File: src/rtl/bit_timed_uart_8n1_unit_assert.svh
// Assertion macros for the bit-timed UART unit.
// Expects clk and rst in the scope of the module that uses them.
`ifndef BIT_TIMED_UART_8N1_UNIT_ASSERT_SVH
`define BIT_TIMED_UART_8N1_UNIT_ASSERT_SVH

// check a property on every clock edge outside reset
`define BTU_ASSERT(lbl, prop, msg) \
  lbl: assert property (@(posedge clk) disable iff (rst) (prop)) else $error(msg);

// check that a condition implies a next-cycle consequence
`define BTU_ASSERT_NEXT(lbl, cond, cons, msg) \
  lbl: assert property (@(posedge clk) disable iff (rst) (cond) |=> (cons)) else $error(msg);

`endif

File: src/rtl/btu_pkg.sv
`timescale 1ns / 1ps
// Shared constants for the bit-timed UART unit.
// No dependencies.
package btu_pkg;

  localparam int unsigned DataBits   = 8;
  localparam int unsigned ByteW      = 8;
  localparam int unsigned CountW     = 4;
  localparam int unsigned TimerW     = 16;
  localparam int unsigned BitIdxW    = 3;
  localparam logic [TimerW-1:0] PeriodReset = 16'd104;

endpackage

File: src/rtl/btu_sample_if.sv
`timescale 1ns / 1ps
// Input channel of the bit-timed UART unit: one line sample per transaction.
// Depends on btu_pkg.
interface btu_sample_if;
  logic                       valid;
  logic                       ready;
  logic                       rx_line;
  logic                       send_valid;
  logic [btu_pkg::ByteW-1:0]  send_byte;
  logic                       read_ack;

  modport source (output valid, rx_line, send_valid, send_byte, read_ack, input ready);
  modport sink   (input valid, rx_line, send_valid, send_byte, read_ack, output ready);
endinterface

File: src/rtl/btu_result_if.sv
`timescale 1ns / 1ps
// Output channel of the bit-timed UART unit: line and status per transaction.
// Depends on btu_pkg.
interface btu_result_if;
  logic                       valid;
  logic                       ready;
  logic                       tx_line;
  logic                       tx_done;
  logic                       rx_ready;
  logic [btu_pkg::ByteW-1:0]  rx_data;

  modport source (output valid, tx_line, tx_done, rx_ready, rx_data, input ready);
  modport sink   (input valid, tx_line, tx_done, rx_ready, rx_data, output ready);
endinterface

File: src/rtl/bit_timed_uart_8n1_unit.sv
`timescale 1ns / 1ps
// Bit-timed UART transmitter and receiver, one line sample per transaction.
// Depends on btu_pkg, btu_sample_if, btu_result_if and the assertion header.
//
//   channel   | dir | fields                                   | handshake
//   samples   | in  | rx_line, send_valid, send_byte, read_ack | valid/ready
//   results   | out | tx_line, tx_done, rx_ready, rx_data      | valid/ready
//   cfg       | in  | cfg_wdata (bit_period)                   | cfg_we
//
// One transaction per cycle while samples.ready is high: state updates in the
// accepting cycle, the result register shows it from the next cycle on.
// samples.ready is low only while a result waits and results.ready is low.
// rst is synchronous: bit period returns to 104, both line sides go idle.
`include "bit_timed_uart_8n1_unit_assert.svh"

module bit_timed_uart_8n1_unit (
  input  logic                          clk,
  input  logic                          rst,
  btu_sample_if.sink                    samples,
  btu_result_if.source                  results,
  input  logic                          cfg_we,
  input  logic [btu_pkg::TimerW-1:0]    cfg_wdata
);

  logic [btu_pkg::TimerW-1:0]  bit_period;

  logic [btu_pkg::ByteW-1:0]   tx_shift, tx_shift_next;
  logic [btu_pkg::CountW-1:0]  tx_bit_count, tx_bit_count_next;
  logic                        tx_active, tx_active_next;
  logic [btu_pkg::TimerW-1:0]  tx_cycles, tx_cycles_next;
  logic                        tx_level, tx_level_next;
  logic                        tx_finished, tx_finished_next;
  logic [btu_pkg::ByteW-1:0]   rx_shift, rx_shift_next;
  logic [btu_pkg::CountW-1:0]  rx_bit_count, rx_bit_count_next;
  logic                        rx_active, rx_active_next;
  logic [btu_pkg::TimerW-1:0]  rx_cycles, rx_cycles_next;
  logic                        rx_full, rx_full_next;
  logic                        rx_previous_level;

  logic                        res_valid;
  logic                        accept;
  logic [btu_pkg::TimerW-1:0]  period_len;
  logic [btu_pkg::TimerW:0]    tx_cycles_inc, rx_cycles_inc;
  logic                        tx_tick, rx_tick;

  localparam logic [btu_pkg::CountW-1:0] DataBitsC = btu_pkg::CountW'(btu_pkg::DataBits);
  localparam logic [btu_pkg::CountW-1:0] ByteBitsC = btu_pkg::CountW'(btu_pkg::ByteW);

  assign samples.ready = !res_valid || results.ready;
  assign accept        = samples.valid && samples.ready;

  assign period_len    = (bit_period == '0) ? btu_pkg::TimerW'(1) : bit_period;
  assign tx_cycles_inc = {1'b0, tx_cycles} + 1'b1;
  assign rx_cycles_inc = {1'b0, rx_cycles} + 1'b1;
  assign tx_tick       = tx_cycles_inc >= {1'b0, period_len};
  assign rx_tick       = rx_cycles_inc >= {1'b0, period_len};

  always_comb begin
    tx_shift_next     = tx_shift;
    tx_bit_count_next = tx_bit_count;
    tx_active_next    = tx_active;
    tx_cycles_next    = tx_cycles;
    tx_level_next     = tx_level;
    tx_finished_next  = tx_finished;
    if (!tx_active) begin
      if (samples.send_valid) begin
        tx_shift_next     = samples.send_byte;
        tx_finished_next  = 1'b0;
        tx_level_next     = 1'b0;
        tx_active_next    = 1'b1;
        tx_cycles_next    = '0;
        tx_bit_count_next = '0;
      end
    end else begin
      tx_cycles_next = tx_tick ? '0 : tx_cycles_inc[btu_pkg::TimerW-1:0];
      if (tx_tick) begin
        if (tx_bit_count < DataBitsC) begin
          tx_level_next     = tx_shift[0];
          tx_shift_next     = {1'b0, tx_shift[btu_pkg::ByteW-1:1]};
          tx_bit_count_next = tx_bit_count + 1'b1;
        end else if (tx_bit_count == DataBitsC) begin
          tx_level_next     = 1'b1;
          tx_bit_count_next = tx_bit_count + 1'b1;
        end else begin
          tx_bit_count_next = '0;
          tx_shift_next     = '0;
          tx_finished_next  = 1'b1;
          tx_active_next    = 1'b0;
        end
      end
    end
  end

  always_comb begin
    rx_shift_next     = samples.read_ack ? '0 : rx_shift;
    rx_full_next      = samples.read_ack ? 1'b0 : rx_full;
    rx_bit_count_next = rx_bit_count;
    rx_active_next    = rx_active;
    rx_cycles_next    = rx_cycles;
    if (!rx_active) begin
      if (rx_previous_level && !samples.rx_line) begin
        rx_active_next    = 1'b1;
        rx_cycles_next    = '0;
        rx_bit_count_next = '0;
      end
    end else begin
      rx_cycles_next = rx_tick ? '0 : rx_cycles_inc[btu_pkg::TimerW-1:0];
      if (rx_tick) begin
        if (rx_bit_count >= DataBitsC) begin
          if (samples.rx_line) begin
            rx_bit_count_next = '0;
            rx_full_next      = 1'b1;
            rx_active_next    = 1'b0;
          end
        end else begin
          if (rx_bit_count < ByteBitsC) begin
            rx_shift_next[rx_bit_count[btu_pkg::BitIdxW-1:0]] =
              rx_shift_next[rx_bit_count[btu_pkg::BitIdxW-1:0]] | samples.rx_line;
          end
          rx_bit_count_next = rx_bit_count + 1'b1;
        end
      end
    end
  end

  always_ff @(posedge clk) begin
    if (rst) begin
      bit_period <= btu_pkg::PeriodReset;
    end else if (cfg_we) begin
      bit_period <= cfg_wdata;
    end
  end

  always_ff @(posedge clk) begin
    if (rst) begin
      tx_shift          <= '0;
      tx_bit_count      <= '0;
      tx_active         <= 1'b0;
      tx_cycles         <= '0;
      tx_level          <= 1'b1;
      tx_finished       <= 1'b1;
      rx_shift          <= '0;
      rx_bit_count      <= '0;
      rx_active         <= 1'b0;
      rx_cycles         <= '0;
      rx_full           <= 1'b0;
      rx_previous_level <= 1'b1;
    end else if (accept) begin
      tx_shift          <= tx_shift_next;
      tx_bit_count      <= tx_bit_count_next;
      tx_active         <= tx_active_next;
      tx_cycles         <= tx_cycles_next;
      tx_level          <= tx_level_next;
      tx_finished       <= tx_finished_next;
      rx_shift          <= rx_shift_next;
      rx_bit_count      <= rx_bit_count_next;
      rx_active         <= rx_active_next;
      rx_cycles         <= rx_cycles_next;
      rx_full           <= rx_full_next;
      rx_previous_level <= samples.rx_line;
    end
  end

  always_ff @(posedge clk) begin
    if (rst) begin
      res_valid <= 1'b0;
    end else if (accept) begin
      res_valid <= 1'b1;
    end else if (results.ready) begin
      res_valid <= 1'b0;
    end
  end

  always_ff @(posedge clk) begin
    if (accept) begin
      results.tx_line  <= tx_level_next;
      results.tx_done  <= tx_finished_next;
      results.rx_ready <= rx_full_next;
      results.rx_data  <= rx_shift_next;
    end
  end

  assign results.valid = res_valid;

  `BTU_ASSERT(a_tx_idle_high, !tx_active |-> (tx_level && tx_bit_count == '0), "tx idle not high")
  `BTU_ASSERT(a_tx_done_excl, !(tx_active && tx_finished), "tx busy and done together")
  `BTU_ASSERT(a_rx_count_range, rx_bit_count <= DataBitsC, "rx bit count out of range")
  `BTU_ASSERT_NEXT(a_hold_state, !rst && !accept, $stable(tx_shift) && $stable(rx_shift) && $stable(tx_cycles), "state moved without a transaction")

endmodule

File: src/flat_wrapper.sv
// flat-port wrapper written by rule: the top's interface ports become plain ports
module bit_timed_uart_8n1_unit_flat 
  (clk, rst, cfg_we, cfg_wdata, samples_valid, samples_rx_line, samples_send_valid, samples_send_byte, samples_read_ack, samples_ready, results_valid, results_tx_line, results_tx_done, results_rx_ready, results_rx_data, results_ready);
  btu_sample_if samples_i ();
  btu_result_if results_i ();
  input  logic clk;
  input  logic rst;
  input  logic cfg_we;
  input  logic [btu_pkg::TimerW-1:0] cfg_wdata;
  input wire logic [$bits(samples_i.valid)-1:0] samples_valid;
  input wire logic [$bits(samples_i.rx_line)-1:0] samples_rx_line;
  input wire logic [$bits(samples_i.send_valid)-1:0] samples_send_valid;
  input wire logic [$bits(samples_i.send_byte)-1:0] samples_send_byte;
  input wire logic [$bits(samples_i.read_ack)-1:0] samples_read_ack;
  output wire logic [$bits(samples_i.ready)-1:0] samples_ready;
  output wire logic [$bits(results_i.valid)-1:0] results_valid;
  output wire logic [$bits(results_i.tx_line)-1:0] results_tx_line;
  output wire logic [$bits(results_i.tx_done)-1:0] results_tx_done;
  output wire logic [$bits(results_i.rx_ready)-1:0] results_rx_ready;
  output wire logic [$bits(results_i.rx_data)-1:0] results_rx_data;
  input wire logic [$bits(results_i.ready)-1:0] results_ready;
  assign samples_i.valid = samples_valid;
  assign samples_i.rx_line = samples_rx_line;
  assign samples_i.send_valid = samples_send_valid;
  assign samples_i.send_byte = samples_send_byte;
  assign samples_i.read_ack = samples_read_ack;
  assign samples_ready = samples_i.ready;
  assign results_valid = results_i.valid;
  assign results_tx_line = results_i.tx_line;
  assign results_tx_done = results_i.tx_done;
  assign results_rx_ready = results_i.rx_ready;
  assign results_rx_data = results_i.rx_data;
  assign results_i.ready = results_ready;
  bit_timed_uart_8n1_unit u_core (.clk(clk), .rst(rst), .samples(samples_i), .results(results_i), .cfg_we(cfg_we), .cfg_wdata(cfg_wdata));
endmodule
File: config.mk
export PLATFORM = sky130hd
export DESIGN_NAME = bit_timed_uart_8n1_unit_flat
export DESIGN_NICKNAME = d
export VERILOG_FILES = /design/src/rtl/btu_pkg.sv /design/src/rtl/btu_sample_if.sv /design/src/rtl/btu_result_if.sv /design/src/rtl/bit_timed_uart_8n1_unit.sv /design/src/flat_wrapper.sv
export VERILOG_INCLUDE_DIRS = /design/src /design/src/rtl
export SDC_FILE = /design/constraint.sdc
export NUM_CORES = 1
export LEC_CHECK = 0
export ABC_AREA = 1
export BUFFER_PORTS_ARGS = -buffer_cell sky130_fd_sc_hd__clkbuf_2
export CORE_MARGIN = 4
export CORE_UTILIZATION = 50
export CTS_CLUSTER_DIAMETER = 200
export DETAILED_ROUTE_END_ITERATION = 8
export PLACE_DENSITY = 0.79
export SYNTH_ARGS = -nofsm -noshare
export SYNTH_HDL_FRONTEND = slang
export SYNTH_SLANG_ARGS = --single-unit
File: constraint.sdc
create_clock -name clk -period 4.03 [get_ports clk]
set_input_delay 0.2015 -clock clk [delete_from_list [all_inputs] [get_ports clk]]
set_output_delay 0.2015 -clock clk [all_outputs]
set_load 0.01 [all_outputs]
After elaboration in Yosys (flattened, before gate mapping)

Cells that the tools add are included.

Register bits: 90
Bits of input ports: 32
Word-level logic and storage cells: 109
Output and inout bits: 13

Order comparisons: 7
$add $sub $neg: 4
Reductions and logical operators: 15
Equality and inequality tests: 5
Bitwise operators: 1
Multiplexer cells: 59

Operators with widths:

| operator              | count |
|---|---|
| $mux 16               | 7 |
| $mux 8                | 10 |
| $mux 4                | 10 |
| $add 16x1->17 const B | 2 |
| $ge 17x16->1          | 2 |
| $mux 1                | 29 |
| $logic_not 16->1      | 1 |
| $add 4x1->4 const B   | 2 |
| $bwmux 8              | 1 |
| $lt 4x4->1 const B    | 2 |
| $reduce_and 4->1      | 2 |
| $ne 3x3->1 const B    | 2 |
| $reduce_bool 2->1     | 3 |
| $eq 4x4->1 const B    | 1 |
| $ge 4x4->1 const B    | 1 |
| $lt 3x4->1 const B    | 1 |
| $ne 2x2->1 const B    | 2 |
| $reduce_and 2->1      | 2 |
| $bmux 1 s3            | 1 |
| $demux 1 s3           | 1 |
| $ge 3x1->1 const B    | 1 |
| $logic_and 1x1->1     | 3 |
| $reduce_and 3->1      | 1 |
| $logic_not 1->1       | 2 |
| 2 further kinds       | 2 |

Logic depth before layout (Yosys ltp)

Gate-level depths: netlist of run 1.

Depth after elaboration: 9
Mapped depth: 22
Gate-level depth less buffers: 21

Worst setup path before layout of run 1

No wires, ideal clock.

Kind: register to register
Start: register u_core.tx_cycles[0] in the netlist's numbering
End: register u_core.tx_shift[0] in the netlist's numbering
Arrival time: 2.900 ns
Buffers on the path: 1
Required time: 3.917 ns
Period minus slack after synthesis: 3.013 ns
Setup time: 0.113 ns
Cell stages (with the launch flop): 19
Setup slack: 1.017 ns
Cell sequence: dfxtp_1 -> ha_1 -> nand2_1 -> nor2_2 -> nand3_1 -> nor2_1 -> nand4_1 -> nor3_1 -> xor2_1 -> inv_1 -> ha_1 -> nand4_1 -> nor4_1 -> nand2_1 -> nand4_4 -> nand3_2 -> buf_4 -> nor2_1 -> nor2_1

Word-level cells in the longest chain between the ends: 4

Ends and longest elaborated chain:

| what                       | line                           | source |
|---|---|---|
| start, declared            | bit_timed_uart_8n1_unit.sv:30  | `logic [btu_pkg::TimerW-1:0] tx_cycles, tx_cycles_next;` |
| start signal, assigned     | bit_timed_uart_8n1_unit.sv:152 | `tx_cycles <= tx_cycles_next;` |
| $add 16x1->17              | bit_timed_uart_8n1_unit.sv:53  | `assign tx_cycles_inc = {1'b0, tx_cycles} + 1'b1;` |
| $ge 17x16->1               | bit_timed_uart_8n1_unit.sv:55  | `assign tx_tick = tx_cycles_inc >= {1'b0, period_len};` |
| $ne 2x2->1 (no line)       | --                             |  |
| $reduce_and 4->1 (no line) | --                             |  |
| end signal, assigned       | bit_timed_uart_8n1_unit.sv:149 | `tx_shift <= tx_shift_next;` |
| end, declared              | bit_timed_uart_8n1_unit.sv:27  | `logic [btu_pkg::ByteW-1:0] tx_shift, tx_shift_next;` |

Every way passes these cells.
A chain may end at the register's enable or synchronous reset.

Final worst setup path of run 1

Same ends and word-level chain as after synthesis.

==> run_results.csv, run 1 <==
group,metric,value,unit
run_status,status,"complete, no violations",
synth,seq_area_frac_synth,34.8,%
layout,final_cell_count_no_fill,970,
synth,synth_compound_area_share,12.1,%
synth,yosys.area.top_type_share,28.8,%
placed_design,hpwl,8780,um
sta,drv_slew,0,
grt,antenna_found_initial,0,
power,pwr_density_cell,306,nW/um^2
synth,yosys.area_share.xor_xnor,4.15,%
synth,synthAdderAreaFrac,8.43,%
synth,avgSynthCellArea,6.92,sq um
cts,post-cts-setup-buffers,0,
power,switchingPower,0.000553,W
critical_path,cp-startpoint,"u_core.tx_cycles[0]",
floorplanning,die_x,113,um
sta,worst_pin_slew,1.02,ns
synth,synth_top_cell_by_area,"dfxtp_1",
critical_path,crit_path_start_kind,"register",
critical_path,crit_fanout,16,
cts,insertion_delay,0.37,ns
hold_path,hold_path_class,"input pin to register",
synth,synth_top_family_by_area,"simple AND/OR/NAND/NOR gates",
layout,drive_gt1_share,10.2,%
synth,ys_top_cells_by_area,"dfxtp_1 (29%), nand2_1 (14%), ha_1 (8.4%)",
synth,synth.net_count,862,
synth,synth_seq_cells,90,
grt,gr-total-overflow,0,
synth,synth_mux_area_share,0,%
floorplanning,start_util,52.2,%
route,vias,4930,
synth,yosys-top-cells-count,"nand2_1 (205), inv_1 (112), dfxtp_1 (79)",
grt,grt_pass1_wl,20100,um
route,first_pass_iters,5,
placed_design,gp_congestion,0.874,
synth,synth-main-ff-cell,"dfxtp_1",
route,ant_nets,0,
cts,numCtsBuffers,9,
layout,diodes,0,
floorplanning,die_area,12700,sq um
route,wl_per_cell,12.1,um
floorplanning,io_pins,45,
cts,holdBufCountCts,0,
cts,ctsResizeCount,0,
cts,h-tree-depth,3,
power,switching_share,30.3,%
power,ir_drop,0.210,mV
sta,hold_viol_final,0,
placed_design,dp_cells,954,
layout,syn_to_final_growth,8.66,%
sta,setup_viol,0,
sta,finalCritPeriodShare,85.5,%
grt,grt_pass1_vias,4444,
sta,relSlewSlack,31.7,%
sta,hold_slack,0.0579,ns
synth,yosys.area_share.simple,30.4,%
route,drt-total-wl,11800,um
critical_path,cp.arrival,3.75,ns
critical_path,required,4.34,ns
synth,synth_cell_types,34,
cts,cts_tree,"done",
power,p_seq_share,53.5,%
sta,period_needed,3.44,ns
power,p_clk_share,31.7,%
critical_path,end_kind,"register",
floorplanning,rows,37,
sta,finClkSkew,0.0126,ns
grt,grt_usage,18.9,%
synth,synth.most_common_cell,"nand2_1",
layout,nets,898,
synth,synthCells,793,
grt,grt_max_degree,49,
cts,cts_sinks,90,
power,p_leak,2.87,nW
power,pwr-share-comb,14.8,%
synth,yosysWarnings,0,
cts,cts.clk_slew.worst_paths,0.10,ns
hold_path,hp-start,"cfg_wdata[5]",
power,intPower,0.00127,W
synth,syn_area,5490,sq um
route,via_per_inst,5.08,
synth,synthArstFlopShare,0,%
run,cap_viol_max_count,0,
sta,max_freq,290,MHz
sta,fin_setup_tns,0,ns
floorplanning,core_area,10500,sq um
placed_design,portBuffers,44,
critical_path,path_class,"register to register",
route,drc_errors,0,
route,drt_iter0_markers,307,
synth,synth-edff-count,11,
cts,clockBufferDepth,2,
sta,rsz0062_at_grt,"no",
floorplanning,die_h,113,um
critical_path,rr_startpoint,"u_core.tx_cycles[0]",
cts,cts_root_buf,"clkbuf_8",
## worst paths after layout
check | endpoint | slack, ns | cells past startpoint
setup / recovery | u_core.tx_shift[0] | 0.59 | 18
hold reg to reg | u_core.rx_previous_level | 0.48 | 2
setup reg to reg | u_core.tx_shift[0] | 0.59 | 18
hold / removal | u_core.bit_period[5] | 0.06 | 3
## kinds of logic after synthesis
group,Yosys count
xor+xnor,26
fa+ha+maj,37
compound gates,124
buf+inv,141
flops,90
simple gates,375
## power by group through the flow
stage          sequential, W  combinational [W]  clock [W]
3_3_place_gp        0.000997           0.000264          0
4_1_cts             0.000978           0.000270   0.000592
2_1_floorplan       0.000997           0.000196          0
3_5_place_dp        0.000998           0.000269          0
5_1_grt             0.000984           0.000312   0.000627
6_report            0.000978           0.000270   0.000579
## through the flow
step | total power [W] | area, sq um | util, % | worst slack, ns
3_3_place_gp | 0.00126 | 5790 | 55.1 | 0.776
6_report | 0.00183 | 5970 | 56.8 | 0.586
2_1_floorplan | 0.00119 | 5490 | - | 1.02
4_1_cts | 0.00184 | 5970 | 56.8 | 0.569
5_1_grt | 0.00192 | 5970 | 56.8 | 0.150
3_5_place_dp | 0.00127 | 5790 | 55.1 | 0.584
## layout make-up
| type | count | area, sq um |
|---|---|---|
| timing repair buffer | 45 | 228 |
| clock buffer | 9 | 124 |
| fill | 993 | 4540 |
| inverter | 121 | 454 |
| tap | 136 | 170 |
| clock inverter | 7 | 52.6 |
| sequential | 90 | 1910 |
| multi-input combinational | 562 | 3030 |
## routing by layer
metal  share of wire (%)  track usage, %
met1                  50            25.9
met2                  45            30.9
met3                 3.4            3.26
met4                 1.4            5.05
met5                   0               0
## placed cells by master, fill, tap and decap left out, types with 7 or more instances in the layout
| cell | count |
|---|---|
| nor3_1 | 12 |
| nand3_1 | 33 |
| clkbuf_2 | 44 |
| xnor2_1 | 8 |
| a21oi_1 | 73 |
| nor2_1 | 72 |
| inv_1 | 112 |
| nor4_1 | 7 |
| edfxtp_1 | 11 |
| ha_1 | 37 |
| xor2_1 | 18 |
| o21ai_0 | 35 |
| inv_2 | 8 |
| dfxtp_1 | 79 |
| clkbuf_8 | 9 |
| nand4_1 | 29 |
| nand2_1 | 205 |
## sequential cells by signal, summed over array words and instances, names as in the netlist, 4 cells and up
signal and cells:
u_core.rx_shift 8, u_core.tx_cycles 16, u_core.rx_cycles 16, u_core.tx_bit_count 4, u_core.rx_bit_count 4, u_core.tx_shift 8, u_core.results.rx_data 8, u_core.bit_period 16
## worst max-delay path, stage by stage, from the launching register on
cell     delay (ns)
dfxtp_1        0.48
ha_1           0.23
nand2_1        0.08
nor2_2         0.15
nand3_1        0.12
nor2_1         0.14
nand4_1        0.14
nor3_1         0.22
xor2_1         0.17
inv_1          0.07
ha_1           0.31
nand4_1        0.10
nor4_1         0.28
nand2_1        0.16
nand4_4        0.16
nand3_2        0.27
nand2_1        0.14
nand2_1        0.05
nor2_1         0.12
Note: power is estimated with default switching activity, not from simulation.
==> inputs of run 2 (changes only) <==
--- a/config.mk
+++ b/config.mk
@@ -9,10 +9,11 @@
 export ABC_AREA = 1
 export BUFFER_PORTS_ARGS = -buffer_cell sky130_fd_sc_hd__clkbuf_2
 export CORE_MARGIN = 4
-export CORE_UTILIZATION = 50
+export CORE_UTILIZATION = 55
 export CTS_CLUSTER_DIAMETER = 200
 export DETAILED_ROUTE_END_ITERATION = 8
-export PLACE_DENSITY = 0.79
+export PLACE_DENSITY = 0.81
+export SLEW_MARGIN = 15
 export SYNTH_ARGS = -nofsm -noshare
 export SYNTH_HDL_FRONTEND = slang
 export SYNTH_SLANG_ARGS = --single-unit
==> run 2 against run 1 <==
Total power is essentially flat. Fmax decreased by 0.35%. Routed wire length barely moved. Cell area is essentially flat. Combinational power is essentially flat. Sequential cell count did not move. Die area shrank 8.5%. Critical endpoint is now u_core.tx_shift[4]. Largest power group unchanged.
==> run_results.csv, run 2 (same netlist as run 1, synthesis figures left out) <==
group,metric,value,unit
critical_path,slowest_delay,0.46,ns
sta,finClkSkew,0.0132,ns
run_status,status,"complete, no violations",
power,p_clk_share,31.8,%
power,switchingPower,0.000537,W
grt,antenna_found_initial,0,
critical_path,crit_path_frequent_cell,"nand2_1",
critical_path,required,4.34,ns
layout,final_common_cell,"nand2_1",
sta,setup_viol,0,
cts,cts_tree,"done",
grt,grt_usage,21.6,%
floorplanning,io_pins,45,
critical_path,cp.arrival,3.77,ns
critical_path,crit_slowest_cell,"dfxtp_1",
grt,grt_max_degree,49,
layout,drive_gt1_share,10.1,%
sta,max_freq,289,MHz
cts,cts_sinks,90,
layout,fillers,911,
route,drc_errors,0,
power,switching_share,29.4,%
floorplanning,die_h,108,um
layout,final_cell_mix,"nand2_1 (205), inv_1 (112), dfxtp_1 (79)",
cts,ctsResizeCount,0,
sta,rsz0062_at_grt,"no",
cts,cts.clk_slew.worst_paths,0.10,ns
power,intPower,0.00129,W
route,routed.top_layer,"met4",
power,p_leak,2.87,nW
sta,fin_setup_tns,0,ns
cts,insertion_delay,0.37,ns
layout,syn_to_final_growth,8.61,%
route,vias,5024,
route,drt_iter0_markers,301,
power,pwr_density_cell,306,nW/um^2
sta,hold_viol_final,0,
placed_design,gp_congestion,0.922,
route,drt-total-wl,11800,um
hold_path,hold_path_class,"input pin to register",
sta,hold_slack,0.0551,ns
sta,relSlewSlack,38.2,%
critical_path,path_cells,"ha_1 > nand2_1 > nor2_2 > nand3_1 > nor2_1 > nand4_1 > nor3_1 > xor2_1 > inv_1 > ha_1 > nand4_1 > nor4_1 > nand2_1 > nand4_4 > nand3_2 > nand2_1 > nand2_1 > nor2_1",
hold_path,hold_depth,3,
floorplanning,die_x,108,um
layout,post-route-cell-area,5960,sq um
sta,period_needed,3.46,ns
route,met1_length,5500,um
grt,gr-total-overflow,0,
route,first_pass_iters,5,
placed_design,portBuffers,44,
sta,drv_slew,0,
power,p_seq_share,53.5,%
floorplanning,start_util,56.4,%
layout,diodes,0,
cts,post-cts-setup-buffers,0,
run,cap_viol_max_count,0,
critical_path,end_kind,"register",
power,pwr-share-comb,14.7,%
placed_design,dp_cells,951,
critical_path,path_class,"register to register",
sta,finalCritPeriodShare,85.8,%
floorplanning,rows,36,
route,ant_nets,0,
cts,clockBufferDepth,2,
layout,reg.largest.list,"u_core.bit_period: 16 flops, u_core.rx_cycles: 16 flops, u_core.tx_cycles: 16 flops",
floorplanning,die_area,11600,sq um
route,wl_per_cell,12.2,um
placed_design,hpwl,8720,um
route,route.met3.wl,427,um
critical_path,reg2reg_depth,18,
power,power,0.00183,W
critical_path,ff2ff_setup_slack,0.57,ns
grt,grt_pass1_vias,4664,
cts,numCtsBuffers,9,
layout,nets,898,
critical_path,crit_path_start_kind,"register",
critical_path,crit_fanout,16,
placed_design,place_area,5790,sq um
sta,worst_pin_slew,0.926,ns
grt,grt_pass1_wl,20500,um
cts,h-tree-depth,3,
route,met2_length,5560,um
layout,final_cell_count_no_fill,967,
floorplanning,core_area,9730,sq um
power,ir_drop,0.147,mV
cts,holdBufCountCts,0,
cts,cts_root_buf,"clkbuf_8",
route,via_per_inst,5.20,
-- run 2: cell types whose count changed in the layout (fill, tap and decap cells not counted), sizes merged --
cell | before | now
clkbuf | 53 | 55
clkinv | 5 | 2
inv | 122 | 123
-- run 2: metal layers --
layer	vias to the layer above	track usage, %
met5	-	0
met4	0	8.03
met3	28	3.96
met2	98	36.2
met1	2250	27.9
li1	2648	-
-- run 2: final timing paths --
check	start	end
worst max-delay path	u_core.tx_cycles[0]	u_core.tx_shift[4]
worst min-delay path	cfg_wdata[0]	u_core.bit_period[0]
worst max register to register	u_core.tx_cycles[0]	u_core.tx_shift[4]
worst min register to register	u_core.tx_finished	u_core.tx_finished
-- run 2: area by class of cell --
cell class	count	area [sq um]	area share (%)
Multi-Input combinational cell	562	3030	50.7
Inverter	121	454	7.62
Tap cell	133	166	2.79
Clock buffer	11	141	2.37
Clock inverter	5	36.3	0.608
Timing Repair Buffer	45	228	3.82
Sequential cell	90	1910	32.1
-- run 2: power groups by stage --
stage | logic, W | clock network (W) | registers [W]
6_report | 0.000269 | 0.000580 | 0.000977
5_1_grt | 0.000314 | 0.000624 | 0.000983
4_1_cts | 0.000269 | 0.000598 | 0.000977
3_5_place_dp | 0.000268 | 0 | 0.000998
3_3_place_gp | 0.000263 | 0 | 0.000997
2_1_floorplan | 0.000196 | 0 | 0.000997
-- run 2: metrics by stage --
| stage | utilization (%) | setup slack [ns] |
|---|---|---|
| floorplan | - | 1.02 |
| global placement | 59.5 | 0.801 |
| detailed placement | 59.5 | 0.682 |
| CTS | 61.3 | 0.585 |
| global route | 61.3 | 0.147 |
| finish | 61.3 | 0.574 |
-- run 2: critical path: cells and delay by family, from the launching register on --
kind	cells	cell delay, ns
and+or+nand+nor	14	2.14
adders and majority gates	2	0.53
DFF	1	0.46
xor gates and xnor gates	1	0.17
buffers and inverters	1	0.08
